### src/rtl/tpd_pkg.sv
// Shared types and constants for the triac phase-angle dimmer.
package tpd_pkg;

  // Register map of the configuration port.
  typedef enum logic [1:0] {
    REG_BRIGHTNESS  = 2'd0,
    REG_MAX_DELAY   = 2'd1,
    REG_MIN_DELAY   = 2'd2,
    REG_PULSE_TICKS = 2'd3
  } cfg_reg_t;

  // Controller phase, also shown on the phase output.
  typedef enum logic [1:0] {
    PH_IDLE  = 2'd0,
    PH_WAIT  = 2'd1,
    PH_PULSE = 2'd2
  } phase_t;

  localparam int BRIGHT_W = 7;
  localparam int TIME_W   = 16;
  localparam int SCALED_W = BRIGHT_W + TIME_W;

  localparam logic [BRIGHT_W-1:0] BRIGHT_FULL = 7'd100;

  // floor(x / 100) == (x * RECIP) >> RECIP_SHIFT for every x below 2**23.
  localparam int                  RECIP_W     = 24;
  localparam int                  RECIP_SHIFT = 30;
  localparam logic [RECIP_W-1:0]  RECIP       = 24'd10737419;

  localparam logic [TIME_W-1:0] MAX_DELAY_RST   = 16'd9500;
  localparam logic [TIME_W-1:0] MIN_DELAY_RST   = 16'd500;
  localparam logic [TIME_W-1:0] PULSE_TICKS_RST = 16'd100;

  // Timing settings handed from the register block to the controller.
  typedef struct packed {
    logic              bright_zero;
    logic [TIME_W-1:0] fire_delay;
    logic [TIME_W-1:0] pulse_ticks;
  } timing_t;

endpackage

### src/rtl/triac_phase_angle_dimmer_core.sv
// Top level of the leading-edge triac phase-angle dimmer.
// A word passes both input stages, and its result shows from the result register.
// Throughput: one word per cycle unless result_stall backs up the three registers.
// A configuration write reaches the firing delay through two multiplier stages,
// which the two pipeline registers in front of the timer cover.
// Reset (synchronous, active high) empties the pipeline, idles the timer and clears
// its gate state (not gate_drive) and loads defaults; no word is taken while held.
module triac_phase_angle_dimmer_core #(
  parameter int COUNT_WIDTH = 16
) (
  input  logic        clk,
  input  logic        rst,
  input  logic        cfg_write_en,
  input  logic [1:0]  cfg_index,
  input  logic [15:0] cfg_data,
  input  logic        item_valid,
  output logic        item_stall,
  input  logic        zero_cross,
  input  logic        tick,
  output logic        result_valid,
  input  logic        result_stall,
  output logic        gate_drive,
  output logic [1:0]  phase
);
  import tpd_pkg::*;

  // Settings seen by the timer: brightness-zero flag, firing delay in ticks
  // (maximum delay less the brightness share of the span) and pulse length.
  timing_t timing;

  // The register block works out the firing delay continuously, so the timer
  // only ever has to pick up a ready value when a zero crossing arrives.
  tpd_cfg u_cfg (
    .clk          (clk),
    .rst          (rst),
    .cfg_write_en (cfg_write_en),
    .cfg_index    (cfg_index),
    .cfg_data     (cfg_data),
    .timing       (timing)
  );

  // The controller holds two input stages, the one-shot timer and the result
  // register. Each stage moves on when the one after it is empty or moving,
  // so a new word is taken while a finished result still waits to be read.
  tpd_ctrl #(
    .COUNT_WIDTH (COUNT_WIDTH)
  ) u_ctrl (
    .clk          (clk),
    .rst          (rst),
    .timing       (timing),
    .item_valid   (item_valid),
    .item_stall   (item_stall),
    .zero_cross   (zero_cross),
    .tick         (tick),
    .result_valid (result_valid),
    .result_stall (result_stall),
    .gate_drive   (gate_drive),
    .phase        (phase)
  );

endmodule

### src/rtl/tpd_cfg.sv
// Configuration registers and the pipelined firing-delay calculation.
module tpd_cfg (
  input  logic                   clk,
  input  logic                   rst,
  input  logic                   cfg_write_en,
  input  logic [1:0]             cfg_index,
  input  logic [15:0]            cfg_data,
  output tpd_pkg::timing_t       timing
);
  import tpd_pkg::*;

  logic [BRIGHT_W-1:0]            brightness;
  logic [TIME_W-1:0]              max_delay;
  logic [TIME_W-1:0]              min_delay;
  logic [TIME_W-1:0]              pulse_ticks;
  logic [BRIGHT_W-1:0]            bright_sat;
  logic [TIME_W-1:0]              span;
  logic [SCALED_W-1:0]            scaled;
  logic [SCALED_W+RECIP_W-1:0]    recip_prod;
  logic [TIME_W-1:0]              quot;

  assign bright_sat = (cfg_data[BRIGHT_W-1:0] > BRIGHT_FULL) ? BRIGHT_FULL
                                                             : cfg_data[BRIGHT_W-1:0];

  always_ff @(posedge clk) begin
    if (rst) begin
      brightness  <= '0;
      max_delay   <= MAX_DELAY_RST;
      min_delay   <= MIN_DELAY_RST;
      pulse_ticks <= PULSE_TICKS_RST;
    end else if (cfg_write_en) begin
      unique case (cfg_reg_t'(cfg_index))
        REG_BRIGHTNESS:  brightness  <= bright_sat;
        REG_MAX_DELAY:   max_delay   <= cfg_data;
        REG_MIN_DELAY:   min_delay   <= cfg_data;
        REG_PULSE_TICKS: pulse_ticks <= cfg_data;
        default: ;
      endcase
    end
  end

  // A minimum above the maximum gives an empty span.
  assign span       = (max_delay >= min_delay) ? (max_delay - min_delay) : '0;
  assign recip_prod = (SCALED_W+RECIP_W)'(scaled) * (SCALED_W+RECIP_W)'(RECIP);

  // Two stages: brightness times span, then the division by one hundred.
  // Both clear on reset, which matches the reset brightness of zero.
  always_ff @(posedge clk) begin
    if (rst) begin
      scaled <= '0;
      quot   <= '0;
    end else begin
      scaled <= SCALED_W'(brightness) * SCALED_W'(span);
      quot   <= recip_prod[RECIP_SHIFT +: TIME_W];
    end
  end

  assign timing.bright_zero = (brightness == '0);
  assign timing.fire_delay  = max_delay - quot;
  assign timing.pulse_ticks = pulse_ticks;

endmodule

### src/rtl/tpd_ctrl.sv
// Word pipeline, one-shot timer state machine and result register.
module tpd_ctrl #(
  parameter int COUNT_WIDTH = 16
) (
  input  logic                   clk,
  input  logic                   rst,
  input  tpd_pkg::timing_t       timing,
  input  logic                   item_valid,
  output logic                   item_stall,
  input  logic                   zero_cross,
  input  logic                   tick,
  output logic                   result_valid,
  input  logic                   result_stall,
  output logic                   gate_drive,
  output logic [1:0]             phase
);
  import tpd_pkg::*;

  localparam int CMP_W = (COUNT_WIDTH > TIME_W) ? COUNT_WIDTH : TIME_W;
  localparam logic [CMP_W-1:0] COUNT_MAX = CMP_W'({COUNT_WIDTH{1'b1}});

  logic                   valid1, zc1, tk1;
  logic                   valid2, zc2, tk2;
  logic                   out_free, s2_free, adv2, accept;

  phase_t                 phase_reg, phase_next;
  logic [COUNT_WIDTH-1:0] countdown, countdown_next;
  logic                   timer_running, timer_running_next;
  logic                   gate_reg, gate_next;

  // Loads wider than the counter saturate at its maximum.
  function automatic logic [COUNT_WIDTH-1:0] sat_count(input logic [TIME_W-1:0] v);
    logic [CMP_W-1:0] ext;
    ext = CMP_W'(v);
    return (ext > COUNT_MAX) ? COUNT_MAX[COUNT_WIDTH-1:0] : ext[COUNT_WIDTH-1:0];
  endfunction

  assign out_free   = !result_valid || !result_stall;
  assign s2_free    = !valid2 || out_free;
  assign adv2       = valid2 && out_free;
  assign item_stall = rst || (valid1 && !s2_free);
  assign accept     = item_valid && !item_stall;

  always_ff @(posedge clk) begin
    if (rst) begin
      valid1       <= 1'b0;
      valid2       <= 1'b0;
      result_valid <= 1'b0;
    end else begin
      if (accept) begin
        valid1 <= 1'b1;
      end else if (valid1 && s2_free) begin
        valid1 <= 1'b0;
      end
      if (s2_free) begin
        valid2 <= valid1;
      end
      if (out_free) begin
        result_valid <= valid2;
      end
    end
  end

  always_ff @(posedge clk) begin
    if (accept) begin
      zc1 <= zero_cross;
      tk1 <= tick;
    end
    if (s2_free) begin
      zc2 <= zc1;
      tk2 <= tk1;
    end
    if (adv2) begin
      gate_drive <= gate_next;
      phase      <= phase_next;
    end
  end

  always_ff @(posedge clk) begin
    if (rst) begin
      phase_reg     <= PH_IDLE;
      countdown     <= '0;
      timer_running <= 1'b0;
      gate_reg      <= 1'b0;
    end else if (adv2) begin
      phase_reg     <= phase_next;
      countdown     <= countdown_next;
      timer_running <= timer_running_next;
      gate_reg      <= gate_next;
    end
  end

  always_comb begin
    phase_next         = phase_reg;
    countdown_next     = countdown;
    timer_running_next = timer_running;
    gate_next          = gate_reg;
    if (zc2) begin
      if (timing.bright_zero) begin
        phase_next         = PH_IDLE;
        countdown_next     = '0;
        timer_running_next = 1'b0;
        gate_next          = 1'b0;
      end else begin
        // The gate is left as it is, so a crossing during a pulse keeps it high.
        phase_next         = PH_WAIT;
        countdown_next     = sat_count(timing.fire_delay);
        timer_running_next = 1'b1;
      end
    end else if (tk2 && timer_running) begin
      if (countdown <= COUNT_WIDTH'(1)) begin
        unique case (phase_reg)
          PH_WAIT: begin
            phase_next     = PH_PULSE;
            countdown_next = sat_count(timing.pulse_ticks);
            gate_next      = 1'b1;
          end
          PH_PULSE: begin
            phase_next         = PH_IDLE;
            countdown_next     = '0;
            timer_running_next = 1'b0;
            gate_next          = 1'b0;
          end
          default: begin
            countdown_next     = '0;
            timer_running_next = 1'b0;
          end
        endcase
      end else begin
        countdown_next = countdown - COUNT_WIDTH'(1);
      end
    end
  end

endmodule

### config.mk
export PLATFORM = sky130hd
export DESIGN_NAME = triac_phase_angle_dimmer_core
export DESIGN_NICKNAME = d
export VERILOG_FILES = /design/src/rtl/tpd_pkg.sv /design/src/rtl/triac_phase_angle_dimmer_core.sv /design/src/rtl/tpd_cfg.sv /design/src/rtl/tpd_ctrl.sv
export SDC_FILE = /design/constraint.sdc
export NUM_CORES = 1
export LEC_CHECK = 0
export BUFFER_PORTS_ARGS = -buffer_cell sky130_fd_sc_hd__buf_2
export CAP_MARGIN = 5
export CORE_UTILIZATION = 58
export CTS_CLUSTER_DIAMETER = 200
export DETAILED_ROUTE_END_ITERATION = 8
export HOLD_SLACK_MARGIN = 0.06
export PLACE_DENSITY = 0.85
export SLEW_MARGIN = 15
export SYNTH_ARGS = -nofsm -noshare
export SYNTH_HDL_FRONTEND = slang
export SYNTH_SLANG_ARGS = --single-unit
### constraint.sdc
create_clock -name clk -period 8.4 [get_ports clk]
set_input_delay 1.68 -clock clk [delete_from_list [all_inputs] [get_ports clk]]
set_output_delay 1.68 -clock clk [all_outputs]
set_load 0.01 [all_outputs]
==> results.md <==
- H-tree depth: 4
- Post-layout min period: roughly 7.6 ns
- Reg2Reg Capture Point: u_cfg.scaled[22]
- Worst vdd ir: between 0.1 and 0.15 mV
- PostCTS Resize Cnt: 0
- Vias in the first global route: 15800
- Total Routed Length: roughly 48000 um
- Gr usage total: 0.300
- Die width: 183 um
- Drt drc: 0
- Crit Path Category: flop to flop
- Cts hold-fix bufs: 0
- Yosys top cell area share: 0.280
- RSZ-0062 raised after global routing: no
- Synthesized area per cell: between 8 and 9 um2
- Die height: approximately 180 um
- Placed Area: a little under 20000 um2
- Final hold vios: 0
- # IOs: 30
- Antenna violations before repair: 0
- Max-cap violations: 0
- Fmax: around 130 MHz
- Total power after layout: approximately 2800 uW
- Design Area, Final: 20200 um2
- DR vias/cell: about 6
- Syn. warnings: 0
- Critical path's top delay family: compound AO/OA/AOI/OAI gates
- CTS buffer count: 17
- Slowest cell on crit path: o211ai_1
- Clock root buffer: clkbuf_16
- Clk slew on worst S/H paths: roughly 0.06 ns
- Sink of the worst hold path: u_ctrl.zc2
- Pwr per Cell Area: 138 nW/um2
- Min-Delay Path Class: flop to flop
- Largest net degree at the start of global routing: 56
- Area of the mapped netlist: 19000 um2
- Final-report setup violation count: 0
- Hold Crit Depth: 0
- Worst path depth: 23
- Syn_nets: between 2000 and 3000
- Crit start category: flop
- Count of different cell masters after synthesis: 74
- Final #Nets: between 2000 and 3000
- Post-synth ARST share: 0
- Final Skew: ~0.015 ns
- Routed Antenna Nets: 0
- FF-to-FF Start: u_cfg.min_delay[9]
- Worst path arrival time: about 7.9 ns
- Leakage Power: 0.0104 uW
- Full die area: roughly 33000 um2
- Layout area overhead: 6.14%
- Via count: 15100
- Cell count after synthesis: 2135
- Critical path required time: about 8.7 ns
- # clock sinks: between 100 and 150
- Status: finished, final reports clean
- Area leader, netlist: fa_1
- Critical-path cell list: inv_1 > ha_1 > a21oi_1 > o21bai_1 > a21o_1 > o41ai_1 > a311oi_2 > o211ai_1 > nor2_1 > fa_1 > fa_1 > fa_1 > inv_1 > fa_1 > inv_1 > ha_1 > o21ai_0 > a211oi_1 > a211oi_1 > o21ai_0 > a41o_1 > or3_1 > a21oi_1
- Final WS setup: about 0.8 ns
- Fraction of layout cells with a size suffix above 1: 0.0482
- Worst path max stage delay: around 0.97 ns
- Grt ovf: 0
- Global placement routability congestion: approximately 0.99
- Max FFs per register: 23
- Hpwl dp: 40000 um
- Flops & latches, synth: around 120
- Maximum clock insertion buffer count: 2
- CP Max Fanout: 12
- Crit path buf inv count: 3
- Rel. slew slack: 0.237
- DP Worst Slack: slightly above 0.9 ns
- First-pass detailed-route iteration total: 6
- Fin crit share: 0.905
- Synth area leaders: fa_1 28%, ha_1 21%, dfxtp_1 12%, inv_1 8.7%, a21oi_1 3.1%
- Setup TNS: 0 ns
- Core area: 31900 um2
- First-pass GRT wire length: slightly below 80000 um
- Initial DRC Count: between 1000 and 1500
- TritonCTS clock tree: built
- Critical path origin: u_cfg.min_delay[9]
- Most frequent CP cell: fa_1
- Synth Flop Type: dfxtp_1
- WL/cell: between 15 and 20 um
- Setup Buffers After CTS: 0
- Hold wc startpoint: u_ctrl.zc1
- Port-buffer cells: 29
- Post-synth EDFFs: 7
- Antenna diodes: 0
- Skew-Pair Late Insertion Delay: ~0.42 ns
- Row count: 65
- Starting Density: 0.596
- R2R setup slack: about 0.8 ns
- Register area share after synthesis: 0.134
- Worst Tran Pin Value: approximately 1.1 ns
- Worst-case reg-to-reg path depth: 23
- Top reg by flops: u_cfg.scaled
- Nature of the critical path endpoint: flop
- Max-slew violations: 0
- Fin Hold WS: around 0.43 ns
## per-stage QoR
step,util,cells
2_1_floorplan,-,2135
3_3_place_gp,0.614,2561
3_5_place_dp,0.614,2561
4_1_cts,0.632,2593
5_1_grt,0.632,2593
6_report,0.632,2593
## placed cells by master, fill, tap and decap left out, types with 29 or more instances in the layout
| master | synthesis | layout |
|---|---|---|
| fa_1 | 266 | 266 |
| nor2_1 | 154 | 154 |
| dfxtp_1 | 117 | 117 |
| nand2_1 | 152 | 152 |
| inv_1 | 439 | 439 |
| nand3_1 | 47 | 47 |
| a21oi_1 | 118 | 118 |
| ha_1 | 312 | 312 |
| o21ai_0 | 58 | 58 |
| nor3_1 | 41 | 41 |
| xor2_1 | 29 | 29 |
## synthesized netlist by cell type (14+ instances only)
library cell / n
ha_1: 312
xor2_1: 29
o21ai_0: 58
nand4_1: 14
nand3_1: 47
a21o_1: 26
a21oi_1: 118
clkbuf_1: 35
nor2_1: 154
dfxtp_1: 117
or2_2: 15
o211ai_1: 21
xnor2_1: 22
a211oi_1: 17
inv_1: 439
fa_1: 266
nor2b_1: 16
nor3_1: 41
nand2_1: 152
nand2b_1: 22
## worst max path at each step
| stage | endpoint | slack (ns) |
|---|---|---|
| floorplan | u_cfg.scaled[22] | 1.91 |
| detailed placement | u_cfg.scaled[22] | 0.90 |
| global route | u_cfg.scaled[22] | 0.25 |
| global placement | u_cfg.scaled[22] | 1.07 |
| CTS | u_cfg.scaled[22] | 0.88 |
| finish | u_cfg.scaled[22] | 0.80 |
## per-layer routing
| metal | track usage | share of wire |
|---|---|---|
| met2 | 0.513 | 0.48 |
| met5 | 0 | 0 |
| met1 | 0.381 | 0.41 |
| met3 | 0.0520 | 0.071 |
| met4 | 0.106 | 0.032 |
## report_power, final
| group | leakage [uW] | internal (uW) | switching (uW) |
|---|---|---|---|
| Sequential | 0.00102 | 629 | 45.8 |
| Combinational | 0.00910 | 535 | 852 |
| Clock | 0.000280 | 421 | 301 |
## cells by family after synthesis
| family | Yosys count | share of synthesized area |
|---|---|---|
| adder cells (fa/ha/maj) | 578 | 0.486 |
| AO/OA/AOI/OAI | 348 | 0.119 |
| AND/OR/NAND/NOR | 537 | 0.136 |
| buffers and inverters | 491 | 0.0976 |
| XOR/XNOR | 51 | 0.0235 |
| multiplexers | 6 | 0.00316 |
| flip-flops | 124 | 0.134 |
## area by class of cell
| cell class | count | area, um2 |
|---|---|---|
| inverter | 439 | 1650 |
| multi-input combinational | 1520 | 14600 |
| clock inverter | 14 | 136 |
| fill | 2588 | 11700 |
| timing repair buffer | 43 | 253 |
| sequential | 124 | 2550 |
| clock buffer | 18 | 439 |
| tap | 435 | 544 |
Power figures use the tool's default switching activity.
